--- src/cld_pkg.sv ---
// ----------------------------------------------------------------------------
// cld_pkg
// shared codes and types of the cached lock directory
// ----------------------------------------------------------------------------
package cld_pkg;

	localparam int STATUS_W = 2;
	localparam int KIND_W   = 2;

	typedef enum logic {
		CMD_ACQUIRE = 1'b0,
		CMD_RELEASE = 1'b1
	} cmd_t;

	typedef enum logic [1:0] {
		LK_FREE      = 2'd0,
		LK_LOCKED    = 2'd1,
		LK_REVOKING  = 2'd2,
		LK_RETRYING  = 2'd3
	} lock_st_t;

	typedef enum logic [STATUS_W-1:0] {
		RSP_OK    = 2'd0,
		RSP_RETRY = 2'd1,
		RSP_ERROR = 2'd2
	} rsp_t;

	typedef enum logic [KIND_W-1:0] {
		MSG_NONE   = 2'd0,
		MSG_REVOKE = 2'd1,
		MSG_RETRY  = 2'd2
	} msg_t;

	typedef enum logic {
		PH_CLEAR = 1'b0,
		PH_RUN   = 1'b1
	} phase_t;

endpackage

--- src/cld_ram.sv ---
// ----------------------------------------------------------------------------
// cld_ram
// generic single write port ram with one registered read port
// ----------------------------------------------------------------------------
module cld_ram #(
	parameter int WIDTH = 8,
	parameter int DEPTH = 64
) (
	input  logic                                   clk,
	input  logic                                   we,
	input  logic [(DEPTH > 1 ? $clog2(DEPTH) : 1)-1:0] waddr,
	input  logic [WIDTH-1:0]                       wdata,
	input  logic [(DEPTH > 1 ? $clog2(DEPTH) : 1)-1:0] raddr,
	output logic [WIDTH-1:0]                       rdata
);

	logic [WIDTH-1:0] mem_q [DEPTH];

	// read returns the old word on a same-address write
	always_ff @(posedge clk) begin
		if (we) begin
			mem_q[waddr] <= wdata;
		end
		rdata <= mem_q[raddr];
	end

endmodule

--- src/cached_lock_directory.sv ---
// ----------------------------------------------------------------------------
// cached_lock_directory
// lock table with acquire and release, revoke and retry callbacks
// ----------------------------------------------------------------------------
// A request transfer (cmd, lock_index, client) is taken at every rising edge
// where start is high and busy is low, one per cycle if wanted. Its single
// reply appears on status and the message ports for one cycle, flagged by
// done, from the result register that follows the request register. The
// sustained rate is one request per cycle while busy is low. The table
// ram shapes the pipeline: its registered read feeds one pass of check and
// update logic that writes the entry back the next edge, and a one-entry
// bypass covers a request to the lock written just before. Results cannot
// be held off by the receiver. After reset busy stays high while a clearing
// pass walks the table one entry per cycle, setting every lock free.
module cached_lock_directory
	import cld_pkg::*;
#(
	parameter int NUM_LOCKS   = 64,
	parameter int NUM_CLIENTS = 16,
	localparam int IDX_W = (NUM_LOCKS > 1) ? $clog2(NUM_LOCKS) : 1,
	localparam int CL_W  = $clog2(NUM_CLIENTS)
) (
	input  logic                clk,
	input  logic                arst_n,
	input  logic                start,
	output logic                busy,
	input  logic                cmd,
	input  logic [IDX_W-1:0]    lock_index,
	input  logic [CL_W-1:0]     client,
	output logic                done,
	output logic [STATUS_W-1:0] status,
	output logic [KIND_W-1:0]   message_kind,
	output logic [CL_W-1:0]     message_target,
	output logic [IDX_W-1:0]    message_lock
);

	// one table entry
	typedef struct packed {
		lock_st_t               st;
		logic [CL_W-1:0]        owner;
		logic [CL_W-1:0]        retry;
		logic [NUM_CLIENTS-1:0] mask;
	} entry_t;

	localparam int EW = $bits(entry_t);
	localparam logic [IDX_W:0] NLOCK_L = NUM_LOCKS[IDX_W:0];
	localparam logic [CL_W:0]  NCL_L   = NUM_CLIENTS[CL_W:0];
	localparam logic [IDX_W-1:0] LAST_L = IDX_W'(NUM_LOCKS - 1);

	// lowest set bit of the waiting mask
	function automatic logic [CL_W-1:0] lowest_waiter(input logic [NUM_CLIENTS-1:0] m);
		logic [CL_W-1:0] r;
		r = '0;
		for (int i = NUM_CLIENTS - 1; i >= 0; i--) begin
			if (m[i]) begin
				r = CL_W'(i);
			end
		end
		return r;
	endfunction

	// clearing pass control
	phase_t          phase_q, phase_d;
	logic [IDX_W-1:0] clr_q, clr_d;

	// stage 1: request registered alongside the ram read
	logic             vld_s1;
	cmd_t             cmd_s1;
	logic [IDX_W-1:0] idx_s1;
	logic [CL_W-1:0]  cl_s1;

	// bypass of the write made at the previous edge
	logic             byp_vld_q;
	logic [IDX_W-1:0] byp_idx_q;
	entry_t           byp_ent_q;

	// table ram ports
	logic             ram_we;
	logic [IDX_W-1:0] ram_waddr;
	entry_t           ram_wdata;
	logic [EW-1:0]    ram_rdata;

	// stage 1 logic
	entry_t           cur, nxt;
	logic             err;
	logic             in_range;
	logic [NUM_CLIENTS-1:0] cbit;
	logic [CL_W-1:0]  nxt_waiter;
	rsp_t             rsp_d;
	msg_t             kind_d;
	logic [CL_W-1:0]  tgt_d;

	logic accept;

	assign busy   = (phase_q == PH_CLEAR);
	assign accept = start && !busy;

	// ------------------------------------------------------------------
	// clearing pass after reset
	// ------------------------------------------------------------------
	always_ff @(posedge clk or negedge arst_n) begin
		if (!arst_n) begin
			phase_q <= PH_CLEAR;
			clr_q   <= '0;
		end else begin
			phase_q <= phase_d;
			clr_q   <= clr_d;
		end
	end

	always_comb begin
		phase_d = phase_q;
		clr_d   = clr_q;
		case (phase_q)
			PH_CLEAR: begin
				clr_d = clr_q + 1'b1;
				if (clr_q == LAST_L) begin
					phase_d = PH_RUN;
					clr_d   = '0;
				end
			end
			PH_RUN: begin
				clr_d = '0;
			end
			default: begin
				phase_d = PH_CLEAR;
				clr_d   = '0;
			end
		endcase
	end

	// ------------------------------------------------------------------
	// table
	// ------------------------------------------------------------------
	cld_ram #(
		.WIDTH (EW),
		.DEPTH (NUM_LOCKS)
	) u_table (
		.clk   (clk),
		.we    (ram_we),
		.waddr (ram_waddr),
		.wdata (ram_wdata),
		.raddr (lock_index),
		.rdata (ram_rdata)
	);

	always_comb begin
		if (busy) begin
			ram_we    = 1'b1;
			ram_waddr = clr_q;
			ram_wdata = '0;
		end else begin
			ram_we    = vld_s1 && !err;
			ram_waddr = idx_s1;
			ram_wdata = nxt;
		end
	end

	// ------------------------------------------------------------------
	// request register
	// ------------------------------------------------------------------
	always_ff @(posedge clk or negedge arst_n) begin
		if (!arst_n) begin
			vld_s1    <= 1'b0;
			byp_vld_q <= 1'b0;
		end else begin
			vld_s1    <= accept;
			byp_vld_q <= ram_we;
		end
	end

	always_ff @(posedge clk) begin
		if (accept) begin
			cmd_s1 <= cmd_t'(cmd);
			idx_s1 <= lock_index;
			cl_s1  <= client;
		end
		byp_idx_q <= ram_waddr;
		byp_ent_q <= ram_wdata;
	end

	// ------------------------------------------------------------------
	// check and update of the addressed entry
	// ------------------------------------------------------------------
	always_comb begin
		// the ram read misses a write made at the same edge
		if (byp_vld_q && (byp_idx_q == idx_s1)) begin
			cur = byp_ent_q;
		end else begin
			cur = entry_t'(ram_rdata);
		end

		in_range   = ({1'b0, idx_s1} < NLOCK_L) && ({1'b0, cl_s1} < NCL_L);
		cbit       = {{(NUM_CLIENTS-1){1'b0}}, 1'b1} << cl_s1;
		nxt_waiter = lowest_waiter(cur.mask);

		nxt    = cur;
		err    = 1'b1;
		rsp_d  = RSP_ERROR;
		kind_d = MSG_NONE;
		tgt_d  = '0;

		if (in_range) begin
			if (cmd_s1 == CMD_ACQUIRE) begin
				case (cur.st)
					LK_FREE: begin
						err       = 1'b0;
						rsp_d     = RSP_OK;
						nxt.st    = LK_LOCKED;
						nxt.owner = cl_s1;
					end
					LK_LOCKED: begin
						if (((cur.mask & cbit) == '0) && (cur.owner != cl_s1)) begin
							// first contention: queue and revoke the holder
							err      = 1'b0;
							rsp_d    = RSP_RETRY;
							kind_d   = MSG_REVOKE;
							tgt_d    = cur.owner;
							nxt.mask = cur.mask | cbit;
							nxt.st   = LK_REVOKING;
						end
					end
					LK_REVOKING: begin
						// owner asking again is queued like anyone else
						if ((cur.mask & cbit) == '0) begin
							err      = 1'b0;
							rsp_d    = RSP_RETRY;
							nxt.mask = cur.mask | cbit;
						end
					end
					LK_RETRYING: begin
						if ((cur.mask & cbit) == '0) begin
							err = 1'b0;
							if (cur.retry == cl_s1) begin
								// the client told to retry takes the lock
								rsp_d     = RSP_OK;
								nxt.owner = cl_s1;
								nxt.retry = '0;
								if (cur.mask != '0) begin
									nxt.st = LK_REVOKING;
									kind_d = MSG_REVOKE;
									tgt_d  = cl_s1;
								end else begin
									nxt.st = LK_LOCKED;
								end
							end else begin
								rsp_d    = RSP_RETRY;
								nxt.mask = cur.mask | cbit;
							end
						end
					end
					default: begin
						err = 1'b1;
					end
				endcase
			end else begin
				// release by the owner of a revoking lock hands it on
				if ((cur.st == LK_REVOKING) && (cur.owner == cl_s1) && (cur.mask != '0)) begin
					err       = 1'b0;
					rsp_d     = RSP_OK;
					kind_d    = MSG_RETRY;
					tgt_d     = nxt_waiter;
					nxt.mask  = cur.mask & ~({{(NUM_CLIENTS-1){1'b0}}, 1'b1} << nxt_waiter);
					nxt.retry = nxt_waiter;
					nxt.owner = '0;
					nxt.st    = LK_RETRYING;
				end
			end
		end

		if (err) begin
			nxt = cur;
		end
	end

	// ------------------------------------------------------------------
	// result register
	// ------------------------------------------------------------------
	always_ff @(posedge clk or negedge arst_n) begin
		if (!arst_n) begin
			done <= 1'b0;
		end else begin
			done <= vld_s1;
		end
	end

	always_ff @(posedge clk) begin
		status         <= rsp_d;
		message_kind   <= kind_d;
		message_target <= (kind_d == MSG_NONE) ? '0 : tgt_d;
		message_lock   <= (kind_d == MSG_NONE) ? '0 : idx_s1;
	end

`ifndef SYNTH
	// every request transfer is followed by its reply
	a_reply_follows: assert property (@(posedge clk) disable iff (!arst_n)
		accept |=> ##1 done)
		else $error("reply missing after request");

	// no reply without an earlier request
	a_no_spurious: assert property (@(posedge clk) disable iff (!arst_n)
		done |-> $past(accept, 2))
		else $error("reply without request");

	// a failed check carries no callback
	a_error_quiet: assert property (@(posedge clk) disable iff (!arst_n)
		(done && (status == RSP_ERROR)) |->
		((message_kind == MSG_NONE) && (message_target == '0) && (message_lock == '0)))
		else $error("error reply with a callback");

	// a retry callback only ever goes with a successful release
	a_retry_ok: assert property (@(posedge clk) disable iff (!arst_n)
		(done && (message_kind == MSG_RETRY)) |-> (status == RSP_OK))
		else $error("retry callback on a failed release");

	// nothing leaves the block during the clearing pass
	a_clear_quiet: assert property (@(posedge clk) disable iff (!arst_n)
		(busy && $past(busy)) |-> !done)
		else $error("reply during clearing pass");
`endif

endmodule
--- config.mk ---
export PLATFORM = sky130hd
export DESIGN_NAME = cached_lock_directory
export DESIGN_NICKNAME = d
export VERILOG_FILES = /design/src/cld_pkg.sv /design/src/cld_ram.sv /design/src/cached_lock_directory.sv
export SDC_FILE = /design/constraint.sdc
export NUM_CORES = 2
export LEC_CHECK = 0
export BUFFER_PORTS_ARGS = -buffer_cell sky130_fd_sc_hd__buf_2
export CAP_MARGIN = 15
export CELL_PAD_IN_SITES_DETAIL_PLACEMENT = 0
export CELL_PAD_IN_SITES_GLOBAL_PLACEMENT = 1
export CORE_ASPECT_RATIO = 0.75
export CORE_MARGIN = 5
export CORE_UTILIZATION = 44
export DETAILED_ROUTE_END_ITERATION = 8
export PLACE_DENSITY_LB_ADDON = 0.1
export SLEW_MARGIN = 5
export SYNTH_ARGS = -nofsm -noshare
export SYNTH_HDL_FRONTEND = slang
export SYNTH_HIERARCHICAL = 1
export SYNTH_SLANG_ARGS = --single-unit
--- constraint.sdc ---
create_clock -name clk -period 10.8 [get_ports clk]
set_clock_uncertainty 0.1 [all_clocks]
set_input_delay 1.08 -clock clk [delete_from_list [all_inputs] [get_ports clk]]
set_output_delay 1.08 -clock clk [all_outputs]
set_load 0.01 [all_outputs]
# --- Word-level counts from Yosys, hierarchy flattened ---
# Memories as Yosys holds them, arrays and structs flattened. A register that Yosys moved wholly into a read port is not among the register bits.
# Cells that the tools add are included.
op_classes:
  addsub: 1
  mul: 0
  div: 0
  n_lt_le_gt_ge: 0
  n_eq_ne: 8
  n_shift: 2
  mux: 66
  n_bitwise: 5
  reduce_logical: 12
op_table:
  columns: ["op", "n"]
  rows:
  - ["26-bit 2-to-1 mux", 6]
  - ["4-bit 2-to-1 mux", 23]
  - ["16-bit 2-to-1 mux", 3]
  - ["16-bit case mux with 3 select lines", 1]
  - ["16-bit AND", 2]
  - ["1-bit by 4-bit << shifter with 16-bit output (first input constant)", 2]
  - ["2-bit 2-to-1 mux", 9]
  - ["16-bit zero test", 1]
  - ["16-bit NOT", 1]
  - ["16-bit bitwise OR", 1]
  - ["4-bit case mux with 2 select lines", 2]
  - ["16-bit nonzero test", 1]
  - ["1-bit 2-to-1 mux", 14]
  - ["6-bit 2-to-1 mux", 2]
  - ["6-bit case mux with 2 select lines", 1]
  - ["10-bit 2-to-1 mux", 1]
  - ["4-bit equality test", 2]
  - ["2-bit case mux with 4 select lines", 1]
  - ["6-bit by 1-bit adder with 6-bit output (second input constant)", 1]
  - ["6-bit equality test", 1]
  - ["6-bit equality test (second input constant)", 1]
  - ["1-bit logical AND", 6]
  - ["2-bit case mux with 3 select lines", 1]
  - ["2-bit equality test (second input constant)", 2]
  - ["other kinds (8)", 9]
word_totals:
  register_bits: 67
  latch_bits: 0
  ramBits: 1664
  mem_bits_ro: 0
  elab_cells: 112
  memories: 1
memory_table:
  columns: ["name", "words", "width", "read_ports", "rd_clocked_by_memory_dff", "wr", "line", "source"]
  rows:
  - ["u_table.mem_q", 64, 26, 1, 1, 1, "cld_ram.sv:17", "logic [WIDTH-1:0] mem_q [DEPTH];"]

# --- Longest topological paths before layout ---
logic_depth:
  word_depth: 26
  depth_mapped: 20
  mapped_depth_nobuf: 15

# --- By module ---
# The synthesis kept the hierarchy.
by_module_without_submodules:
  columns: ["mod", "instances", "cells_each", "area_per_inst_um2", "seq_area_each_um2"]
  rows:
  - ["cld_ram", 1, 2841, 64182.8, 50488.4]
  - ["cached_lock_directory", 1, 532, 4256.6, 1501.4]

# --- Worst setup path after synthesis ---
# OpenSTA, ideal clock, no wires.
synth_path:
  kind: "register to register"
  start: "register idx_s1[0]"
  end: "memory u_table/mem_q[0][20] (netlist bit), data pin"
  arrival_ps: 5783
  t_required_ps: 9952
  setup_slack_ps: 4169
  path_stages_with_launch: 16
  n_path_buf: 4
  period_less_slack_ps: 6631
  path_cell_list: "edfxtp_1 -> xnor2_1 -> and4_1 -> buf_4 -> nand2_2 -> buf_6 -> clkbuf_1 -> mux2i_1 -> inv_1 -> ha_1 -> clkbuf_1 -> nor3_1 -> nand2b_1 -> o211a_1 -> o21ai_0 -> a221oi_1"
synth_lines:
  columns: ["item", "line", "source"]
  rows:
  - ["from (decl)", "cached_lock_directory.sv:69", "logic [IDX_W-1:0] idx_s1;"]
  - ["from (signal assigned)", "cached_lock_directory.sv:175", "idx_s1 <= lock_index;"]
  - ["to (decl)", "cld_ram.sv:17", null]

# --- Final worst setup path ---
layout_path:
  start: "register idx_s1[3]"
  end: "memory u_table/mem_q[38][16] (netlist bit) (enable)"
layout_between:
  elab_chain_len: 14
  word_cells_on_any_way: 27
layout_lines:
  columns: ["item", "line", "source"]
  rows:
  - ["6-bit equality test *", "cached_lock_directory.sv:187", "if (byp_vld_q && (byp_idx_q == idx_s1)) begin"]
  - ["1-bit logical AND *", "cached_lock_directory.sv:187", null]
  - ["26-bit 2-to-1 mux *", "cached_lock_directory.sv:187", null]
  - ["16-bit AND", "cached_lock_directory.sv:213, cached_lock_directory.sv:225, cached_lock_directory.sv:232", null]
  - ["16-bit zero test", "cached_lock_directory.sv:213, cached_lock_directory.sv:225, cached_lock_directory.sv:232", null]
  - ["1-bit logical AND", "cached_lock_directory.sv:213", "if (((cur.mask & cbit) == '0) && (cur.owner != cl_s1)) begin"]
  - ["1-bit 2-to-1 mux", "cached_lock_directory.sv:213", null]
  - ["1-bit case mux with 3 select lines", "cached_lock_directory.sv:205", "case (cur.st)"]
  - ["1-bit 2-to-1 mux *", "cached_lock_directory.sv:204", "if (cmd_s1 == CMD_ACQUIRE) begin"]
  - ["1-bit zero test *", "cached_lock_directory.sv:153", "ram_we = vld_s1 && !err;"]
  - ["1-bit logical AND *", "cached_lock_directory.sv:153", null]
  - ["1-bit 2-to-1 mux *", "cached_lock_directory.sv:148", "if (busy) begin"]
  - ["named net ram_we", "cached_lock_directory.sv:78", "logic ram_we;"]
  - ["1-bit 2-to-1 mux *", "cld_ram.sv:21", "if (we) begin"]
  - ["1-bit 2-to-1 mux (not written as such) *", "cld_ram.sv:22", "mem_q[waddr] <= wdata;"]
# Mark *: on every way through the listed nets, which the timed path passes. The rest lies on a longest branch.

==> implementation parameters <==
Parameter                              Value

Run status
  Status    finished, final reports clean

Pwr
  Psw    2.70 mW
  Pwr per Cell Area    176 mW/mm2
  Maximum VDD drop    0.000194 V
  Part of the total power dissipated in the clock network    0.435
  Combinational cell fraction of total power    0.022
  Design internal power    10.8 mW
  Leakage    20.2 nW
  Portion of total power attributed to sequential cells    0.543
  Switching share of power    0.199

Setup path
  Required arrival time at the worst endpoint    11120 ps
  Startpoint types    flop
  Reg-to-reg critical path startpoint    idx_s1[3]$_DFFE_PP_
  CP cell instances    xnor2_1, nand4_1, nor2_1, buf_4, nand2_1, nand2_1, inv_1, ha_1, nor3_1, nand2b_1, o211a_1, nand2_1, nand2_1, nor2b_1, nand3_1, buf_4, nor2_4
  Worst path buffer plus inverter count    3
  Worst endpoint data arrival time    8040 ps
  Crit-path most repeated cell    nand2_1
  Cell type of the slowest stage on the worst timing path    nor2_1
  Number of logic stages on the critical path including buffering    17
  Cell type group with the largest total delay on the critical path    simple AND/OR/NAND/NOR gates
  FF-to-FF setup slack    3080 ps
  Worst-path fanout max    26
  Reg2Reg Capture Point    u_table/mem_q[38][16]$_DFFE_PP_
  Number of cell instances on the worst register-to-register path    17
  Start-to-end type of the worst setup path    flop to flop
  Crit path capture type    flop
  Biggest cell delay along the critical path    880 ps

Drt
  Routed length per instance    34.7 um
  Amount of wire on met2 after detailed routing    85.9 mm
  Top routing layer in use    met5
  Total length of routed wires    196 mm
  Routed metal-1 wirelength    86.4 mm
  Iteration-0 DRC Markers    4227
  Routed met3 length    19.7 mm
  Via total after detailed routing    35200
  Count of antenna-violating nets left after detailed routing    0
  DRC violation count after routing    0
  Detailed-router iteration count before antenna repair    7
  Average vias per placed instance    6.23

Clock tree
  Maximum buffer depth of the clock tree    3
  Clock tree from TritonCTS    yes
  Post-cts hold buffer count    1
  Clock sink total    1757
  Clock transition at the register clock pins on the worst setup and hold paths after CTS    60 ps
  Cell chosen for the clock root    clkbuf_16
  Number of H-tree levels    4
  Gates resized, CTS repair    0
  Post CTS Setup Buffer Count    0
  Total clock buffers created by CTS    170
  Clock insertion delay at the later pin of the skew report    800 ps

Floorplan
  Area of the core    0.155 mm2
  Core Rows    125
  Area of the die    0.164 mm2
  Die extent in y    352 um
  X dimension of the die    465 um
  Boundary Pins    30
  Initial Util    0.442

Layout
  Non-filler cells, final    5642
  Fraction of layout instances using a drive strength above 1    0.226
  Post-layout utilization of the core    0.497
  Final net count    3480
  Area taken by multi-input logic gates    0.0159 mm2
  Synthesis-to-layout area growth    12.3%
  FF+latch area    0.0520 mm2
  Fillcell total    12300

Synthesis
  Number of standard cells after synthesis    3373
  Total nets after synthesis    3393
  Syn avg cell area    20.3 um2
  Post-synth top flop    edfxtp_1
  Fraction of registers with async set/reset    0.00569
  Register bit total from synthesis    1757
  Share of the yosys chip area belonging to registers    0.760
  Post-synthesis instance area    0.0684 mm2
  Number of synthesized flops with an enable pin    1675
  Count of warnings emitted by yosys    6
  Unique masters post-synth    65

Min path
  Hold EP    done$_DFF_PN0_
  Worst hold path depth    0
  Worst min path class    flop to flop
  Beginning of the worst hold path    vld_s1$_DFF_PN0_

Place
  Number of I/O port buffers    29
  Dpl ws    3410 ps
  Gp weighted congestion    0.894
  DP HPWL    117 mm
  Placed Cells    5317

Global routing
  GRT Resource Usage Total    0.238
  Pin count of the biggest net entering global routing    107
  Via count of the first global-routing pass    33800
  Remaining global-route overflow    0
  Wire length of the first global-routing pass    271 mm
  Antenna violations before repair    24

Job
  MaxCap Viol Count    0

Timing
  Setup repair after global routing missed its margin    false
  Fmax achieved    130 MHz
  Endpoints failing hold    0
  Max-slew violation total from the final report    0
  Slew headroom    0.104
  Worst Hold Margin    323 ps
  Final critical-path setup slack    3080 ps
  Fin crit share    0.714
  Setup Viol. Count Final    0
  Setup TNS    0 ps
  Post-layout min period    7720 ps
  Slew at the pin with the worst max-slew slack    1330 ps
## cell usage after synthesis, types with 11 or more instances
cell	n	area share
a211oi_1	19	0.0021
a21o_1	26	0.0029
a21oi_1	32	0.0023
a22oi_1	85	0.0093
a31oi_1	44	0.0040
and2_1	13	0.0012
and3_1	19	0.0017
buf_1	12	0.00066
buf_2	60	0.0044
buf_4	21	0.0023
buf_6	12	0.0020
clkbuf_1	82	0.0045
dfxtp_1	72	0.021
edfxtp_1	1675	0.73
inv_1	20	0.0011
mux2i_1	236	0.035
mux4_2	362	0.12
nand2_1	57	0.0031
nand3_1	30	0.0022
nand4_1	11	0.0010
nor2_1	146	0.0080
nor2b_1	18	0.0016
nor3_1	18	0.0013
nor4_1	11	0.0010
o21ai_0	72	0.0053
o22ai_1	61	0.0056
o31ai_1	19	0.0021
## sequential cells by signal, indices dropped and copies added (netlist names), 2 cells and up
signal,count
u_table/mem_q,1664
byp_ent_q,26
u_table/rdata,26
byp_idx_q,6
clr_q,6
idx_s1,6
message_lock,6
cl_s1,4
message_target,4
message_kind,2
status,2
## cell families after synthesis
kind of cell    count (synthesis)  synth area share
flops                        1757             0.760
mux                           607             0.155
compound gates                409            0.0402
simple gates                  363            0.0256
buf+inv                       213            0.0160
xor+xnor                       18           0.00230
fa+ha+maj                       6           0.00110
## routing by layer
metal  vias to the layer above  track usage
met5                         -            0
met3                       235       0.0597
met1                     19000        0.365
met2                      1711        0.346
li1                      14200            -
met4                         6       0.0536
## cell type report
class,instances,share of cell area
diodes,20,0.000651
clock buffers,217,0.0596
clock inverters,85,0.0113
inverters,21,0.00103
multi-input cells,1403,0.207
flip-flops and latches,1757,0.676
well taps,2032,0.0331
repair buffers,107,0.0108
## metrics by stage
| stage | power (mW) | cell area [um2] |
|---|---|---|
| floorplan | 7.71 | 68400 |
| global placement | 7.79 | 71300 |
| detailed placement | 7.79 | 71300 |
| CTS | 13.7 | 76800 |
| global route | 14.0 | 76800 |
| finish | 13.5 | 76900 |
## how the worst max path moves through the flow
| stage | from | end | slack (ps) |
|---|---|---|---|
| floorplan | idx_s1[0]$_DFFE_PP_ | u_table/mem_q[0][20]$_DFFE_PP_ | 4170 |
| global placement | idx_s1[0]$_DFFE_PP_ | u_table/mem_q[38][1]$_DFFE_PP_ | 3630 |
| detailed placement | idx_s1[3]$_DFFE_PP_ | u_table/mem_q[38][16]$_DFFE_PP_ | 3410 |
| CTS | idx_s1[3]$_DFFE_PP_ | u_table/mem_q[38][16]$_DFFE_PP_ | 3340 |
| global route | idx_s1[2]$_DFFE_PP_ | u_table/mem_q[38][16]$_DFFE_PP_ | 2860 |
| finish | idx_s1[3]$_DFFE_PP_ | u_table/mem_q[38][16]$_DFFE_PP_ | 3080 |
## power by group through the flow
stage                     registers (mW)  logic [mW]  clock network (mW)
after floorplan                     7.50       0.212                   0
after global placement              7.50       0.290                   0
after detailed placement            7.50       0.292                   0
after CTS                           7.35       0.293                6.03
after global routing                7.35       0.308                6.33
final                               7.36       0.292                5.89
## placed cells by master, fill, tap and decap left out, types with 8 or more instances in the layout
master        n
nor3_1       15
and2_1       12
a21o_1       25
mux2i_1     236
clkinv_2     23
nand2b_1     10
and3_1       19
dfrtp_1      10
clkbuf_16   176
a31oi_1      44
o22ai_1      61
o21ai_0      68
buf_4        72
a22oi_1      85
nand3_1      27
edfxtp_1   1675
xor2_1        9
nor4_1       11
dfxtp_1      72
nand4_1      11
nand3b_1     10
mux4_2      362
inv_1        20
o31ai_1      19
mux2_2        8
nor2_4       50
nor2_2       16
bufinv_16    17
nand2_1      56
a211oi_1     17
nor2_1       80
a21oi_1      30
nor2b_1      16
clkbuf_1     38
diode_2      20
clkinv_1     36
xnor2_1       9
buf_2        25
(Power assumes the default switching activity.)
